==> src/hw/rtl/lzwc_pkg.sv <==
// shared types and constants of the lzw compressor
package lzwc_pkg;

    localparam int CODE_OUT_W = 12;
    localparam int EPOCH_W    = 8;
    localparam int OUTQ_DEPTH = 4;

    typedef struct packed {
        logic                  bad;
        logic                  eos;
        logic [CODE_OUT_W-1:0] code;
    } res_t;

endpackage

==> src/hw/rtl/lzwc_outq.sv <==
// four-entry result queue, takes up to two results per cycle
module lzwc_outq
(
    input  logic              clk,
    input  logic              rst_n,
    input  logic              push0,
    input  logic              push1,
    input  lzwc_pkg::res_t    res0,
    input  lzwc_pkg::res_t    res1,
    output logic              out_valid,
    input  logic              out_ready,
    output lzwc_pkg::res_t    out_res,
    output logic [2:0]        count
);

    lzwc_pkg::res_t ent_reg [lzwc_pkg::OUTQ_DEPTH];
    logic [1:0] wr_reg;
    logic [1:0] rd_reg;
    logic [2:0] cnt_reg;
    logic [1:0] wr_next;
    logic [1:0] rd_next;
    logic [2:0] cnt_next;
    logic       pop;

    assign out_valid = (cnt_reg != 3'd0);
    assign out_res   = ent_reg[rd_reg];
    assign count     = cnt_reg;
    assign pop       = out_valid && out_ready;

    always_comb
    begin
        wr_next  = wr_reg + {1'b0, push0} + {1'b0, push1};
        rd_next  = rd_reg + {1'b0, pop};
        cnt_next = cnt_reg + {2'b0, push0} + {2'b0, push1} - {2'b0, pop};
    end

    always_ff @(posedge clk or negedge rst_n)
    begin
        if (!rst_n)
        begin
            wr_reg  <= '0;
            rd_reg  <= '0;
            cnt_reg <= '0;
        end
        else
        begin
            wr_reg  <= wr_next;
            rd_reg  <= rd_next;
            cnt_reg <= cnt_next;
        end
    end

    always_ff @(posedge clk)
    begin
        if (push0)
        begin
            ent_reg[wr_reg] <= res0;
        end
        if (push1)
        begin
            ent_reg[wr_reg + 2'd1] <= res1;
        end
    end

endmodule

==> config.mk <==
export PLATFORM = sky130hd
export DESIGN_NAME = lzwc_outq
export DESIGN_NICKNAME = d
export VERILOG_FILES = /design/src/hw/rtl/lzwc_pkg.sv /design/src/hw/rtl/lzwc_outq.sv
export SDC_FILE = /design/constraint.sdc
export NUM_CORES = 1
export LEC_CHECK = 0
export ABC_AREA = 1
export BUFFER_PORTS_ARGS = -buffer_cell sky130_fd_sc_hd__buf_2
export CAP_MARGIN = 20
export CELL_PAD_IN_SITES_DETAIL_PLACEMENT = 1
export CELL_PAD_IN_SITES_GLOBAL_PLACEMENT = 2
export CORE_ASPECT_RATIO = 0.9
export CORE_MARGIN = 2
export CORE_UTILIZATION = 37
export DETAILED_ROUTE_END_ITERATION = 8
export GPL_TIMING_DRIVEN = 0
export HOLD_SLACK_MARGIN = 0.12
export PLACE_DENSITY = 0.95
export SLEW_MARGIN = 5
export SYNTH_ARGS = -nofsm -noshare
export SYNTH_HDL_FRONTEND = slang
export SYNTH_SLANG_ARGS = --single-unit
==> constraint.sdc <==
create_clock -name clk -period 3.4 [get_ports clk]
set_clock_uncertainty 0.2 [all_clocks]
set_input_delay 0.17 -clock clk [delete_from_list [all_inputs] [get_ports clk]]
set_output_delay 0.17 -clock clk [all_outputs]
set_load 0.05 [all_outputs]
==> impl_results.md <==
* Status: completed
* GRT Overall Usage at 0.240
* Hold Crit Class: input pin to flip-flop
* IO buf count at 50
* Clk pwr share at 0.141
* Gate power share at 0.557
* Fin crit share at 0.803
* Slowest stage delay, CP at 0.52 ns
* Grt total ovfl at 0
* Vias per inst at 5.08
* Placed cell count at 627
* Fin nets at 596
* Final wirelength at 12200 um
* Peak VDD IR at 0.626 mV
* Switching share of power at 0.502
* Post_cts resized at 0
* Worst skew pair latency at 0.34 ns
* Final setup violation count at 0
* Most common cell type on the critical path: inv_1
* P per Cell Area at 931 mW/mm^2
* CTS H-tree depth at 3
* Sequential Power Share at 0.302
* CTS root buffer: clkbuf_8
* Critical Path AT at 2.77 ns
* Iteration-0 DRC Markers at 171
* Synth cell types at 23
* Post-synthesis cell area at 0.00367 sq mm
* Crit-path cells: dlygate4sd3_1, buf_2, buf_4, buf_2, inv_1, ha_1, inv_1, fa_1, fa_1, inv_1, nand2_1, nand3_1, nand2_1
* Fin crit period at 2.73 ns
* Hold-fix buffers, CTS at 46
* Nature of the critical path startpoint: input pin
* Vias in the first global route at 3738
* DP Wirelength at 7930 um
* Slew @ Worst Pin at 0.844 ns
* First-pass GRT wire length at 19300 um
* GPL Wtd Cong at 0.885
* Fraction of layout cells with a size suffix above 1 at 0.167
* CP Max Fanout at 10
* Reg clk slew, reported paths at 0.07 ns
* CTS max path bufs at 2
* Number of top-level pins at 51
* Crit. End Element: flip-flop
* Max-slew headroom at 0.436
* Drt first pass iters at 5
* Post-DRT Antenna Nets at 0
* RSZ-0062 raised after global routing: no
* Filler Cell Count at 1166
* Max Cap Viol at 0
* Setup Fix Bufs, Post-CTS at 0
* Routed WL per cell at 17.7 um
* Area grow syn2layout at 28.6%
* Via count at 3500
* Fin. max-slew vios at 0
* Syn_area_per_cell at 8.13 sq um
* NetSw at 2.21 mW
* Critical path's slowest cell: dlygate4sd3_1
* Diode count at 0
* Initial antenna violation count at 0
* DRC Markers at 0
* Starting Density at 0.380
* Die X at 109 um
* Core Area at 0.00966 sq mm
* Hold Fails Final Rpt at 0
* # rows at 34
* Yosys reg bits at 63
* Max reg flops at 56
* CTS buffer count at 9
* Largest net degree at the start of global routing at 15
* P_int at 2.18 mW
* Seq/Total Area, Yosys at 0.506
* Cell count after synthesis at 451
* Die height at 98.5 um
* Syn_nets at 489
* WP data required at 3.44 ns
* CTS tree: done
* Sinks on Clock Net at 63
* Total negative slack at 0 ns
* Synth warnings at 0
* Die ar. at 0.0107 sq mm
* Leakage at 2.40 nW
* Max Fclk at 0.366 GHz
* WS Path Type: input pin to flip-flop
* Finished Layout Cells at 689
logic make-up after synthesis:
family	Yosys count	share of synthesized area
AO/OA/AOI/OAI	15	0.0263
XOR/XNOR	2	0.00478
adder cells (fa/ha/maj)	5	0.0232
buffers and inverters	107	0.128
flip-flops	63	0.506
AND/OR/NAND/NOR	259	0.312
layout make-up:
class | instances | area [sq um] | share of cell area
clock inverters | 5 | 48.8 | 0.0103
inverters | 81 | 307 | 0.0650
repair buffers | 96 | 711 | 0.151
clock buffers | 11 | 131 | 0.0279
well taps | 126 | 158 | 0.0334
plain buffers | 26 | 161 | 0.0342
multi-input cells | 281 | 1340 | 0.285
flip-flops and latches | 63 | 1860 | 0.394
per-stage QoR:
step	instance area [sq um]	hold WS, ns	worst slack [ns]	power, mW	util
final	4720	0.173	0.671	4.39	0.488
after global routing	4720	0.184	0.535	4.64	0.488
after CTS	4720	0.178	0.668	4.38	0.488
after detailed placement	4080	-0.183	0.845	3.68	0.422
after global placement	4080	-0.194	0.914	3.58	0.422
after floorplan	3670	-0.326	0.891	2.98	-
cells in the mapped netlist (all sizes together):
master / number / share of area
nand2: 180 / 0.18
inv: 81 / 0.084
edfxtp: 56 / 0.46
nand3: 49 / 0.074
nand4: 28 / 0.048
buf: 22 / 0.040
o21ai: 14 / 0.024
dfrtp: 7 / 0.048
clkbuf: 4 / 0.0041
fa: 3 / 0.016
ha: 2 / 0.0068
nor2: 2 / 0.0065
xor2: 2 / 0.0048
a21boi: 1 / 0.0020
layout by cell type, fill, tap and decap left out, types with 5 or more instances in the layout:
cell type      instances
inv_1                 79
clkbuf_1               6
buf_2                 62
o21ai_1                5
o21ai_2                5
nand4_1               28
clkbuf_8               9
nand2_1              180
dlygate4sd3_1         46
buf_4                  5
edfxtp_1              56
dfrtp_1                7
nand3_1               47
worst paths after layout:
check                          start       endpoint  slack [ns]  cells past startpoint
setup / recovery               push1       count[2]        0.67                     13
hold reg to reg             count[1]       count[2]        0.35                      2
hold / removal             out_ready      rd_reg[0]        0.17                      3
max in group asynchronous      rst_n      wr_reg[0]        2.16                      3
min in group asynchronous      rst_n      rd_reg[1]        0.60                      3
setup reg to reg           wr_reg[0]  ent_reg[1][8]        0.89                      5
per-layer routing:
layer / GRT usage / up-vias / wire, um
met5: 0 / - / 0
met2: 0.409 / 104 / 6190
met1: 0.302 / 1720 / 5180
met4: 0.102 / 0 / 309
met3: 0.0377 / 26 / 549
li1: - / 1650 / -
critical path: cells and delay by family:
kind | cells | cell delay, ns
buf+inv | 7 | 1.36
simple gates | 3 | 0.20
fa+ha+maj | 3 | 1.05
power by group through the flow:
stage                     combinational (mW)  clock (mW)  sequential [mW]
after detailed placement                2.34           0             1.35
after floorplan                         1.60           0             1.37
after CTS                               2.43       0.623             1.33
after global placement                  2.25           0             1.33
after global routing                    2.64       0.649             1.35
final                                   2.44       0.620             1.33
No activity file was read; power rests on OpenSTA's default activity.
